[config.mk]
export PLATFORM = sky130hd
export DESIGN_NAME = fragment_reassembly_deframer
export DESIGN_NICKNAME = d
export VERILOG_FILES = /design/src/design/fra_pkg.sv /design/src/design/fra_parse.sv /design/src/design/fra_track.sv /design/src/design/fragment_reassembly_deframer.sv
export SDC_FILE = /design/constraint.sdc
export NUM_CORES = 1
export LEC_CHECK = 0
export BUFFER_PORTS_ARGS = -buffer_cell sky130_fd_sc_hd__clkbuf_2
export CAP_MARGIN = 10
export CORE_ASPECT_RATIO = 0.6
export CORE_MARGIN = 1.5
export CORE_UTILIZATION = 39
export CTS_BUF_LIST = sky130_fd_sc_hd__clkbuf_4
export CTS_CLUSTER_SIZE = 10
export DETAILED_ROUTE_END_ITERATION = 10
export GPL_TIMING_DRIVEN = 1
export PLACE_DENSITY = 0.56
export SLEW_MARGIN = 15
export SYNTH_ARGS = -nofsm -noshare
export SYNTH_HDL_FRONTEND = slang
export SYNTH_HIERARCHICAL = 1
export SYNTH_SLANG_ARGS = --single-unit
[constraint.sdc]
create_clock -name clk -period 11.5 [get_ports clk]
set_clock_uncertainty 0.1 [all_clocks]
set_input_delay 2.3 -clock clk [delete_from_list [all_inputs] [get_ports clk]]
set_output_delay 2.3 -clock clk [all_outputs]
set_load 0.005 [all_outputs]
[src/design/fra_pkg.sv]
// shared types, constants and helpers of the fragment reassembly deframer
package fra_pkg;

	localparam int POS_W = 14;
	localparam int LEN_W = 15;
	localparam int TGT_W = 24;
	localparam int ASM_W = 14;
	localparam int DATA_W = 8;
	localparam int TDATA_W = 216;
	localparam int unsigned DEFAULT_BUFFER_BYTES = 8192;

	localparam logic [POS_W-1:0] POS_MAX = 14'd16383;
	localparam logic [LEN_W-1:0] HDR_MIN_BYTES = 15'd34;
	localparam logic [LEN_W-1:0] FULL_HDR_BYTES = 15'd37;

	localparam logic [7:0] MAGIC_C = 8'h43;
	localparam logic [7:0] MAGIC_M = 8'h4d;
	localparam logic [7:0] MAGIC_D = 8'h44;
	localparam logic [7:0] MAGIC_COLON = 8'h3a;

	typedef enum logic [2:0] {
		ST_WHOLE     = 3'd0,
		ST_OPENED    = 3'd1,
		ST_SHORT     = 3'd2,
		ST_APPENDED  = 3'd3,
		ST_COMPLETED = 3'd4,
		ST_IGNORED   = 3'd5,
		ST_DROPPED   = 3'd6
	} status_t;

	typedef struct packed {
		logic [31:0] version;
		logic [31:0] tick;
		logic [31:0] cfg_id;
		logic [31:0] message;
		logic [7:0]  kind;
		logic [7:0]  format;
		logic [15:0] samples;
		logic [7:0]  elem_size;
	} hdr_t;

	typedef struct packed {
		logic [POS_W-1:0] pos;
		logic             is_cmd;
		hdr_t             hdr;
	} parse_t;

	typedef struct packed {
		status_t          status;
		logic             hdr_valid;
		logic [ASM_W-1:0] assembled;
		logic [TGT_W-1:0] expected;
		hdr_t             hdr;
	} res_t;

	function automatic logic [7:0] magic_byte(input logic [1:0] idx);
		logic [7:0] m;
		case (idx)
			2'd0: m = MAGIC_C;
			2'd1: m = MAGIC_M;
			2'd2: m = MAGIC_D;
			default: m = MAGIC_COLON;
		endcase
		return m;
	endfunction

endpackage

[src/design/fra_parse.sv]
// byte position, magic detection and header field capture
module fra_parse (
	input  logic                      clk,
	input  logic                      arst_n,
	input  logic                      en,
	input  logic [fra_pkg::DATA_W-1:0] data_byte,
	input  logic                      frag_first,
	input  logic                      frag_last,
	output fra_pkg::parse_t           info
);

	localparam int WI_W = fra_pkg::POS_W - 2;
	localparam logic [WI_W-1:0] VER_WORD = WI_W'(1);
	localparam logic [WI_W-1:0] TICK_WORD = WI_W'(5);
	localparam logic [WI_W-1:0] CFG_WORD = WI_W'(6);
	localparam logic [WI_W-1:0] MSG_WORD = WI_W'(7);
	localparam logic [fra_pkg::POS_W-1:0] KIND_POS = fra_pkg::POS_W'(32);
	localparam logic [fra_pkg::POS_W-1:0] FMT_POS = fra_pkg::POS_W'(33);
	localparam logic [fra_pkg::POS_W-1:0] SMP_LO_POS = fra_pkg::POS_W'(34);
	localparam logic [fra_pkg::POS_W-1:0] SMP_HI_POS = fra_pkg::POS_W'(35);
	localparam logic [fra_pkg::POS_W-1:0] ELEM_POS = fra_pkg::POS_W'(36);
	localparam logic [fra_pkg::POS_W-1:0] MAGIC_END = fra_pkg::POS_W'(3);

	logic [fra_pkg::POS_W-1:0] pos_q, pos_n, p;
	logic                      magic_q, magic_n, hit;
	fra_pkg::hdr_t             hdr_q, hdr_n;
	logic [4:0]                sh;

	always_comb begin
		p = frag_first ? '0 : pos_q;
		magic_n = magic_q;
		hdr_n = hdr_q;
		hit = (data_byte == fra_pkg::magic_byte(p[1:0]));
		sh = {p[1:0], 3'b000};
		if (p <= MAGIC_END) begin
			magic_n = (p == '0) ? hit : (magic_q && hit);
			if (p == MAGIC_END && magic_n) begin
				hdr_n = '0;
			end
		end else if (magic_q) begin
			if (p[fra_pkg::POS_W-1:2] == VER_WORD) begin
				hdr_n.version[sh +: 8] = data_byte;
			end else if (p[fra_pkg::POS_W-1:2] == TICK_WORD) begin
				hdr_n.tick[sh +: 8] = data_byte;
			end else if (p[fra_pkg::POS_W-1:2] == CFG_WORD) begin
				hdr_n.cfg_id[sh +: 8] = data_byte;
			end else if (p[fra_pkg::POS_W-1:2] == MSG_WORD) begin
				hdr_n.message[sh +: 8] = data_byte;
			end else if (p == KIND_POS) begin
				hdr_n.kind = data_byte;
			end else if (p == FMT_POS) begin
				hdr_n.format = data_byte;
			end else if (p == SMP_LO_POS) begin
				hdr_n.samples[7:0] = data_byte;
			end else if (p == SMP_HI_POS) begin
				hdr_n.samples[15:8] = data_byte;
			end else if (p == ELEM_POS) begin
				hdr_n.elem_size = data_byte;
			end
		end
		if (frag_last) begin
			pos_n = '0;
		end else if (p < fra_pkg::POS_MAX) begin
			pos_n = p + 1'b1;
		end else begin
			pos_n = fra_pkg::POS_MAX;
		end
		info.pos = p;
		info.is_cmd = magic_n && (p >= MAGIC_END);
		info.hdr = hdr_n;
	end

	always_ff @(posedge clk or negedge arst_n) begin
		if (!arst_n) begin
			pos_q <= '0;
			magic_q <= 1'b0;
			hdr_q <= '0;
		end else if (en) begin
			pos_q <= pos_n;
			magic_q <= magic_n;
			hdr_q <= hdr_n;
		end
	end

endmodule

[src/design/fra_track.sv]
// packet length tracking and per-fragment status
module fra_track #(
	parameter int unsigned BUFFER_BYTES = fra_pkg::DEFAULT_BUFFER_BYTES
) (
	input  logic            clk,
	input  logic            arst_n,
	input  logic            en,
	input  fra_pkg::parse_t info,
	output fra_pkg::res_t   res
);

	localparam int RUN_W = $clog2(BUFFER_BYTES + 1);
	localparam int SUM_W = ((RUN_W > fra_pkg::LEN_W) ? RUN_W : fra_pkg::LEN_W) + 1;
	localparam int CMP_W = (SUM_W > fra_pkg::TGT_W) ? SUM_W : fra_pkg::TGT_W;
	localparam logic [CMP_W-1:0] BUF_LIM = CMP_W'(BUFFER_BYTES);

	logic                      open_q, open_n;
	logic [RUN_W-1:0]          run_q, run_n;
	logic [fra_pkg::TGT_W-1:0] tgt_q, tgt_n, tgt_new;
	logic [fra_pkg::LEN_W-1:0] len;
	logic [SUM_W-1:0]          sum;
	logic [fra_pkg::TGT_W-1:0] product;
	logic                      hv;
	logic [fra_pkg::TGT_W-1:0] expected;
	fra_pkg::status_t          status;

	always_comb begin
		len = fra_pkg::LEN_W'(info.pos) + 1'b1;
		product = fra_pkg::TGT_W'(info.hdr.samples) * fra_pkg::TGT_W'(info.hdr.elem_size);
		tgt_new = product + fra_pkg::TGT_W'(fra_pkg::FULL_HDR_BYTES);
		sum = SUM_W'(run_q) + SUM_W'(len);
		open_n = open_q;
		run_n = run_q;
		tgt_n = tgt_q;
		hv = 1'b0;
		expected = '0;
		status = fra_pkg::ST_IGNORED;
		if (info.is_cmd) begin
			open_n = 1'b0;
			run_n = '0;
			hv = (len >= fra_pkg::HDR_MIN_BYTES);
			if (CMP_W'(len) <= BUF_LIM) begin
				run_n = RUN_W'(len);
				if (len >= fra_pkg::FULL_HDR_BYTES) begin
					tgt_n = tgt_new;
					expected = tgt_new;
					if (CMP_W'(len) < CMP_W'(tgt_new)) begin
						open_n = 1'b1;
						status = fra_pkg::ST_OPENED;
					end else begin
						status = fra_pkg::ST_WHOLE;
					end
				end else begin
					status = fra_pkg::ST_SHORT;
				end
			end else begin
				status = fra_pkg::ST_DROPPED;
			end
		end else if (open_q && (run_q != '0)) begin
			if (CMP_W'(sum) <= BUF_LIM) begin
				run_n = RUN_W'(sum);
				hv = 1'b1;
				expected = tgt_q;
				if (CMP_W'(sum) >= CMP_W'(tgt_q)) begin
					open_n = 1'b0;
					status = fra_pkg::ST_COMPLETED;
				end else begin
					status = fra_pkg::ST_APPENDED;
				end
			end else begin
				status = fra_pkg::ST_DROPPED;
			end
		end
		res.status = status;
		res.hdr_valid = hv;
		res.assembled = fra_pkg::ASM_W'(run_n);
		res.expected = expected;
		res.hdr = hv ? info.hdr : '0;
	end

	always_ff @(posedge clk or negedge arst_n) begin
		if (!arst_n) begin
			open_q <= 1'b0;
			run_q <= '0;
			tgt_q <= '0;
		end else if (en) begin
			open_q <= open_n;
			run_q <= run_n;
			tgt_q <= tgt_n;
		end
	end

endmodule

[src/design/fragment_reassembly_deframer.sv]
// top level of the fragment reassembly deframer
//
// slave stream: one fragment byte per transaction in s_axis_tdata, tuser marks
// the first byte of a fragment, tlast marks its last byte. master stream: one
// transaction per fragment, issued for its last byte, with status, lengths and
// the captured header in m_axis_tdata and header_valid in m_axis_tuser.
// bytes pass an input register, then the combinational parse and length logic
// (byte position, magic, header capture, 16x8 length multiply and compares)
// into the result register, which takes the result when a last byte leaves the
// input register; one byte is accepted every cycle unless the input stalls.
// non-last bytes never wait on the master side; a last byte waits in the input
// register only while the result register holds a result the receiver has not
// taken, and the input stalls behind it. the result register keeps its data
// stable while m_axis_tready is low.
// reset clears byte position, magic state, open packet, lengths and header,
// and empties both registers.
module fragment_reassembly_deframer #(
	parameter int unsigned BUFFER_BYTES = fra_pkg::DEFAULT_BUFFER_BYTES
) (
	input  logic                        clk,
	input  logic                        arst_n,
	input  logic                        s_axis_tvalid,
	output logic                        s_axis_tready,
	input  logic [fra_pkg::DATA_W-1:0]  s_axis_tdata,  // data_byte
	input  logic                        s_axis_tlast,  // frag_last
	input  logic                        s_axis_tuser,  // frag_first
	output logic                        m_axis_tvalid,
	input  logic                        m_axis_tready,
	// status, assembled_length, expected_length, version_code, tick_value,
	// config_ident, message_ident, packet_kind, packet_format, sample_count,
	// element_bytes, zero fill
	output logic [fra_pkg::TDATA_W-1:0] m_axis_tdata,
	output logic                        m_axis_tuser   // header_valid
);

	logic                       valid_s1;
	logic [fra_pkg::DATA_W-1:0] byte_s1;
	logic                       first_s1;
	logic                       last_s1;
	logic                       adv;
	logic                       m_valid_q;
	fra_pkg::res_t              res_q;
	fra_pkg::res_t              res;
	fra_pkg::parse_t            info;

	assign adv = valid_s1 && (!last_s1 || !m_valid_q || m_axis_tready);
	assign s_axis_tready = !valid_s1 || adv;

	always_ff @(posedge clk or negedge arst_n) begin
		if (!arst_n) begin
			valid_s1 <= 1'b0;
		end else if (s_axis_tready) begin
			valid_s1 <= s_axis_tvalid;
		end
	end

	always_ff @(posedge clk) begin
		if (s_axis_tready && s_axis_tvalid) begin
			byte_s1 <= s_axis_tdata;
			first_s1 <= s_axis_tuser;
			last_s1 <= s_axis_tlast;
		end
	end

	fra_parse u_parse (
		.clk        (clk),
		.arst_n     (arst_n),
		.en         (adv),
		.data_byte  (byte_s1),
		.frag_first (first_s1),
		.frag_last  (last_s1),
		.info       (info)
	);

	fra_track #(
		.BUFFER_BYTES (BUFFER_BYTES)
	) u_track (
		.clk    (clk),
		.arst_n (arst_n),
		.en     (adv && last_s1),
		.info   (info),
		.res    (res)
	);

	always_ff @(posedge clk or negedge arst_n) begin
		if (!arst_n) begin
			m_valid_q <= 1'b0;
		end else if (adv && last_s1) begin
			m_valid_q <= 1'b1;
		end else if (m_axis_tready) begin
			m_valid_q <= 1'b0;
		end
	end

	always_ff @(posedge clk) begin
		if (adv && last_s1) begin
			res_q <= res;
		end
	end

	assign m_axis_tvalid = m_valid_q;
	assign m_axis_tuser = res_q.hdr_valid;
	assign m_axis_tdata = {
		7'b0,
		res_q.hdr.elem_size,
		res_q.hdr.samples,
		res_q.hdr.format,
		res_q.hdr.kind,
		res_q.hdr.message,
		res_q.hdr.cfg_id,
		res_q.hdr.tick,
		res_q.hdr.version,
		res_q.expected,
		res_q.assembled,
		res_q.status
	};

	a_open_has_header: assert property (@(posedge clk) disable iff (!arst_n)
		(m_valid_q && (res_q.status == fra_pkg::ST_OPENED ||
			res_q.status == fra_pkg::ST_APPENDED ||
			res_q.status == fra_pkg::ST_COMPLETED)) |-> res_q.hdr_valid)
		else $error("open packet status without header");

	a_ignored_empty: assert property (@(posedge clk) disable iff (!arst_n)
		(m_valid_q && res_q.status == fra_pkg::ST_IGNORED) |->
			(!res_q.hdr_valid && res_q.expected == '0))
		else $error("ignored fragment reports header or length");

	a_no_header_zero: assert property (@(posedge clk) disable iff (!arst_n)
		(m_valid_q && !res_q.hdr_valid) |-> (res_q.hdr == '0))
		else $error("header fields set without header_valid");

	a_result_from_last: assert property (@(posedge clk) disable iff (!arst_n)
		(adv && !last_s1) |=> (m_valid_q == $past(m_valid_q && !m_axis_tready)))
		else $error("result produced by a byte that is not last");

endmodule

==> results of run 1 <==
report_power, final:
group / switching, mW / total, mW / internal (mW)
logic: 0.477 / 0.741 / 0.264
registers: 0.0499 / 1.84 / 1.79
clock network: 0.718 / 1.45 / 0.729
worst min-delay path, stage by stage, from the launching register on:
cell	delay, ns
dfrtp_1	0.34
a32oi_1	0.05
o21ai_0	0.06
final timing paths:
check	startpoint	to	slack [ns]	cells past startpoint
worst min register to register	u_parse/hdr_q[21]	u_parse/hdr_q[21]	0.39	2
worst max register to register	first_s1	m_axis_tdata[0]	1.58	29
worst min-delay path	u_parse/hdr_q[21]	u_parse/hdr_q[21]	0.39	2
min in group asynchronous	arst_n	u_parse/hdr_q[161]	1.30	1
worst max-delay path	first_s1	m_axis_tdata[0]	1.58	29
max in group asynchronous	arst_n	u_parse/hdr_q[0]	7.63	3
flip-flops by register name, summed over array words and instances (netlist names):
register and flops:
byte_s1 8, first_s1 1, last_s1 1, m_axis_tdata 209
m_axis_tuser 1, m_axis_tvalid 1, u_parse/hdr_q 168, u_parse/magic_q 1
u_parse/pos_q 14, u_track/open_q 1, u_track/run_q 14, u_track/tgt_q 24
valid_s1 1
cells in the final DEF, fill, tap and decap left out, types with 34 or more instances in the layout:
cell type,instances
nand2_1,346
and2_1,302
clkbuf_2,224
dfrtp_1,224
edfxtp_1,220
inv_1,211
clkbuf_4,171
a21oi_1,162
nor2_1,154
o21ai_0,118
ha_1,106
fa_1,87
mux2i_1,65
o21ai_1,63
nand3_1,55
buf_4,47
a22oi_1,38
a211oi_1,36
a21o_1,34
metal layers:
layer  vias to the layer above  part of all wire
met5                         -                 0
met4                         0             0.018
met3                       136             0.099
met2                      1059              0.40
met1                     11980              0.49
li1                      10930                 -
cell type report:
cell class                 count  area, µm²  area share
antenna                        2      5.005   0.0001557
timing repair buffer         273       1500     0.04668
sequential                   444      12210      0.3800
clock inverter                42      241.5    0.007515
clock buffer                 171       1284     0.03995
tap                          975       1220     0.03796
multi-input combinational   2119      14870      0.4627
inverter                     214      804.5     0.02504
stage by stage:
stage / utilization / cell area [µm²] / worst slack (ns)
after global routing: 0.4441 / 32130 / 1.009
final: 0.4441 / 32130 / 1.576
after CTS: 0.4437 / 32110 / 1.591
after detailed placement: 0.4226 / 30580 / 1.641
after floorplan: - / 28810 / 1.599
after global placement: 0.4226 / 30580 / 2.003
cell families (layout without fill, tap and decap cells):
family	Yosys count	count (layout)
buf+inv	435	700
fa+ha+maj	193	193
flops	444	444
compound gates	708	708
xor+xnor	41	41
simple gates	1097	1097
mux	73	73
other cells	1	9
==> results.ini, run 1 <==
[status]
status=finished clean

[route]
drt_iter0_drc=2525
vias_per_cell=5.685
route.detailed.drc=0
ant_nets=0
routedWlPerCell_um=21.79
routed_wl_um=92400
firstDrtPassIters=7
vias=24100

[layout]
syn_to_final_growth_pct=11.63
n_fill_cell=7085
finalNonFillerCells=4240
fin_nets=3371
drive_above_1_share=0.1633

[setup_path]
arrival_ns=10.49
timing.critical_path.required_ns=12.07
startpoint_type=flop
crit_path_end_kind=flop
path_max_fanout=13
max_stage_delay_ns=0.82
cpLargestDelayFamily=simple AND/OR/NAND/NOR gates
path_buf_inv=5
critPathKind=flop to flop
slowest_stage=nor3_2

[job]
maxCapViolCount=0

[die]
die_x_um=353.7
start_util=0.3978
io_pins=233
num_rows=76
die_area_mm2=0.07551
die_y_um=213.5
core_region_area_mm2=0.07236

[global_routing]
grt_use_met3=0.06170
grtUsageMet1=0.3750
globalRouteMet2Util=0.3254
grt_pass1_wl_um=141000
busiest_layer=met1
grt_max_degree=131
grt_overflow=0
antenna_found_initial=4
grtUsageTotal=0.2411
grt_pass1_vias=23490

[synth]
synth_area_leaders=edfxtp_1, dfrtp_1, and2_1
synth_xor_xnor_area_share=0.01300
yosysTopAreaCellShare=0.2295
synth_cell_types=106
synth.cell_area_mm2=0.02879
synthAdderAreaFrac=0.1066
synth_mux_area_frac=0.02573
synth_warnings=6
synth_top_family_by_area=simple AND/OR/NAND/NOR gates
ys_seq_elements=444
synth_compound_area_frac=0.1636
synth_flop_cell=dfrtp_1
synth_edf_count=220
syn-mean-instance-area_um2=9.622
synth_cells=2992
synth.most_common_cell=nand2_1
yosysSeqAreaShare=0.4242
postSynth.asyncResetShare=0.5045
synth.top_cells.by_count=nand2_1, and2_1, dfrtp_1, edfxtp_1, inv_1
yosys.area_share.simple=0.2038
synth_top_cell_by_area=edfxtp_1

[place]
dp_cells=4025
dpl.hpwl_um=65910
portBuffers=225
gp_congestion=0.9225

[power_and_ir_drop]
ir_drop_mv=0.06138
finalPower_mw=4.032
powerDensity_mw_per_mm2=125.5
p_leak_nw=13.36

[cts]
htree_levels=3
clk_latency_ns=0.94
clk_pin_slew_ns=0.07
cts_max_path_buffers=3
clock_sinks=444
cts_tree=done
cts_hold_buf=0
cts_root_buffer=clkbuf_4
cts_setup_buffers=0
postCtsResizedCells=0
cts_buffers=112

[sta]
rsz0062_at_grt=no
worst_slew_pin_slew_ns=1.168
hold_violations=0
tns_ns=0
min_period_ns=9.924
finalCritPeriodShare=0.8630
setup_viol=0
whs_ns=0.3912
timing.fmax_mhz=100.8
drv_slew=0
max_slew_margin=0.2154

[min_path]
hold_class=flop to flop

Note: power is estimated with default switching activity, not from simulation.
==> inputs of run 2 (changes only) <==
Settings changed: CTS_CLUSTER_SIZE 10 to 12, PLACE_DENSITY 0.56 to 0.54.
Clock period 11.5 ns to 12.3 ns, I/O delays scaled along.
==> run 2 against run 1 <==
Against the previous run:
- worst hold slack improved by 0.0033 ns
- highest routed layer is now met5
- clock power decreased by 7%
- die area did not move
==> results.ini, run 2 (synthesis results as in run 1) <==
[sta]
finalCritPeriodShare=0.8678  ; +0.004821
hold_violations=0  ; unchanged
min_period_ns=10.67  ; +0.7497 ns
timing.fmax_mhz=93.69  ; -7.0%
rsz0062_at_grt=no
max_slew_margin=0.1723  ; -0.04313
setup_viol=0  ; unchanged
tns_ns=0  ; unchanged
drv_slew=0  ; unchanged
worst_slew_pin_slew_ns=1.232  ; +0.06420 ns

[setup_path]
arrival_ns=11.23  ; +0.74 ns
max_stage_delay_ns=0.81  ; about the same
timing.critical_path.required_ns=12.86  ; +0.79 ns
r2r_setup_slack_ns=1.63  ; +0.05 ns
path_buf_inv=5  ; unchanged
startpoint_type=flop
cpLargestDelayFamily=adder cells
path_max_fanout=90  ; +77
slowest_stage=buf_4
critPathKind=flop to flop
r2r_cells=30  ; +3.4%
r2r-start=first_s1
crit_path_end_kind=flop
reg2reg_to=m_axis_tdata[0]

[die]
die_y_um=213.5  ; unchanged
num_rows=76  ; unchanged
io_pins=233  ; unchanged
core_region_area_mm2=0.07236  ; unchanged
die_x_um=353.7  ; unchanged
die_area_mm2=0.07551  ; unchanged
start_util=0.3978  ; unchanged

[layout]
drive_above_1_share=0.1652  ; +0.001839
fin_nets=3375  ; +0.12%
n_fill_cell=7077  ; -0.11%
multi_input_area_mm2=0.01486  ; about the same
final_common_cell=nand2_1
syn_to_final_growth_pct=11.62  ; about the same
seqCellArea_mm2=0.01221  ; unchanged
stdcell_area_mm2=0.03213  ; about the same
largest_reg_flops=209  ; unchanged
final_cell_mix=nand2_1, and2_1, clkbuf_2, dfrtp_1, edfxtp_1

[cts]
clock_sinks=444  ; unchanged
cts_max_path_buffers=3  ; unchanged
cts_setup_buffers=0  ; unchanged
clk_pin_slew_ns=0.07  ; about the same
htree_levels=3  ; unchanged
cts_root_buffer=clkbuf_4
cts_tree=done
cts_hold_buf=0  ; unchanged
cts_buffers=114  ; +1.8%
postCtsResizedCells=0  ; unchanged
clk_latency_ns=0.97  ; +0.03 ns

[global_routing]
antenna_found_initial=5  ; +1
grt_max_degree=120  ; -8.4%
grt_overflow=0  ; unchanged
grtUsageTotal=0.2432  ; +0.002115
grt_pass1_vias=23290  ; -0.86%
grt_pass1_wl_um=141500  ; +0.36%

[place]
dpl.hpwl_um=65990  ; +0.11%
portBuffers=225  ; unchanged
placed_cell_area_mm2=0.03061  ; about the same
gp_congestion=0.9211  ; -0.15%

[power_and_ir_drop]
p_leak_nw=13.37  ; about the same
ir_drop_mv=0.06168  ; +0.47%
powerDensity_mw_per_mm2=117.1  ; -6.7%

[min_path]
hold_class=flop to flop
whs_endpoint=u_parse/hdr_q[23]
worstHoldStart=u_parse/hdr_q[23]
holdPathStages=2  ; unchanged

[route]
drt_iter0_drc=2459  ; -2.6%
firstDrtPassIters=6  ; -1
route.detailed.drc=0  ; unchanged
vias=24240  ; +0.54%
vias_per_cell=5.714  ; +0.52%
routed_wl_um=92850  ; +0.49%
ant_nets=0  ; unchanged
routedWlPerCell_um=21.89  ; +0.47%

[job]
maxCapViolCount=0  ; unchanged

[status]
status=finished clean

-- run 2: per-stage QoR --
| stage | total power [mW] | hold WS (ns) | cells | setup WS (ns) | utilization |
|---|---|---|---|---|---|
| 2_1_floorplan | 2.185 | 0.3570 | 2998 | 2.239 | - |
| 3_3_place_gp | 2.426 | 0.3701 | 4027 | 2.094 | 0.4228 |
| 6_report | 3.763 | 0.3945 | 4241 | 1.626 | 0.4440 |
| 3_5_place_dp | 2.438 | 0.3802 | 4027 | 1.754 | 0.4229 |
| 5_1_grt | 3.961 | 0.4163 | 4240 | 1.004 | 0.4440 |
| 4_1_cts | 3.809 | 0.3956 | 4238 | 1.723 | 0.4439 |
-- run 2: metal layers --
layer | routed length, µm | GRT usage | part of all wire
met1 | 45180 | 0.3795 | 0.49
met2 | 36930 | 0.3296 | 0.40
met3 | 8923 | 0.05736 | 0.096
met4 | 1797 | 0.06571 | 0.019
met5 | 14 | 0 | 0.00015
-- run 2: worst max-delay path by stage --
stage                              from  slack [ns]  cells after the start                end
final                          first_s1        1.63                     30    m_axis_tdata[0]
after global routing           first_s1        1.00                     32    m_axis_tdata[0]
after CTS                      first_s1        1.72                     30    m_axis_tdata[0]
after detailed placement       first_s1        1.75                     30    m_axis_tdata[0]
after global placement         first_s1        2.09                     30    m_axis_tdata[0]
after floorplan           m_axis_tready        2.24                      7  u_track/run_q[12]
-- run 2: layout make-up --
class | instances | area share
flip-flops and latches | 444 | 0.3800
well taps | 975 | 0.03796
diodes | 3 | 0.0002336
inverters | 214 | 0.02504
clock buffers | 176 | 0.04112
repair buffers | 275 | 0.04704
multi-input cells | 2119 | 0.4625
clock inverters | 35 | 0.006074
-- run 2: where the power goes --
group | switching (mW) | internal (mW)
sequential | 0.0482 | 1.68
combinational | 0.441 | 0.247
clock | 0.673 | 0.676
total | 1.16 | 2.60
-- run 2: tightest hold or removal path, stage by stage, from the launching register on --
cell and delay (ns):
dfrtp_1 0.34, a32oi_1 0.05, o21ai_0 0.06
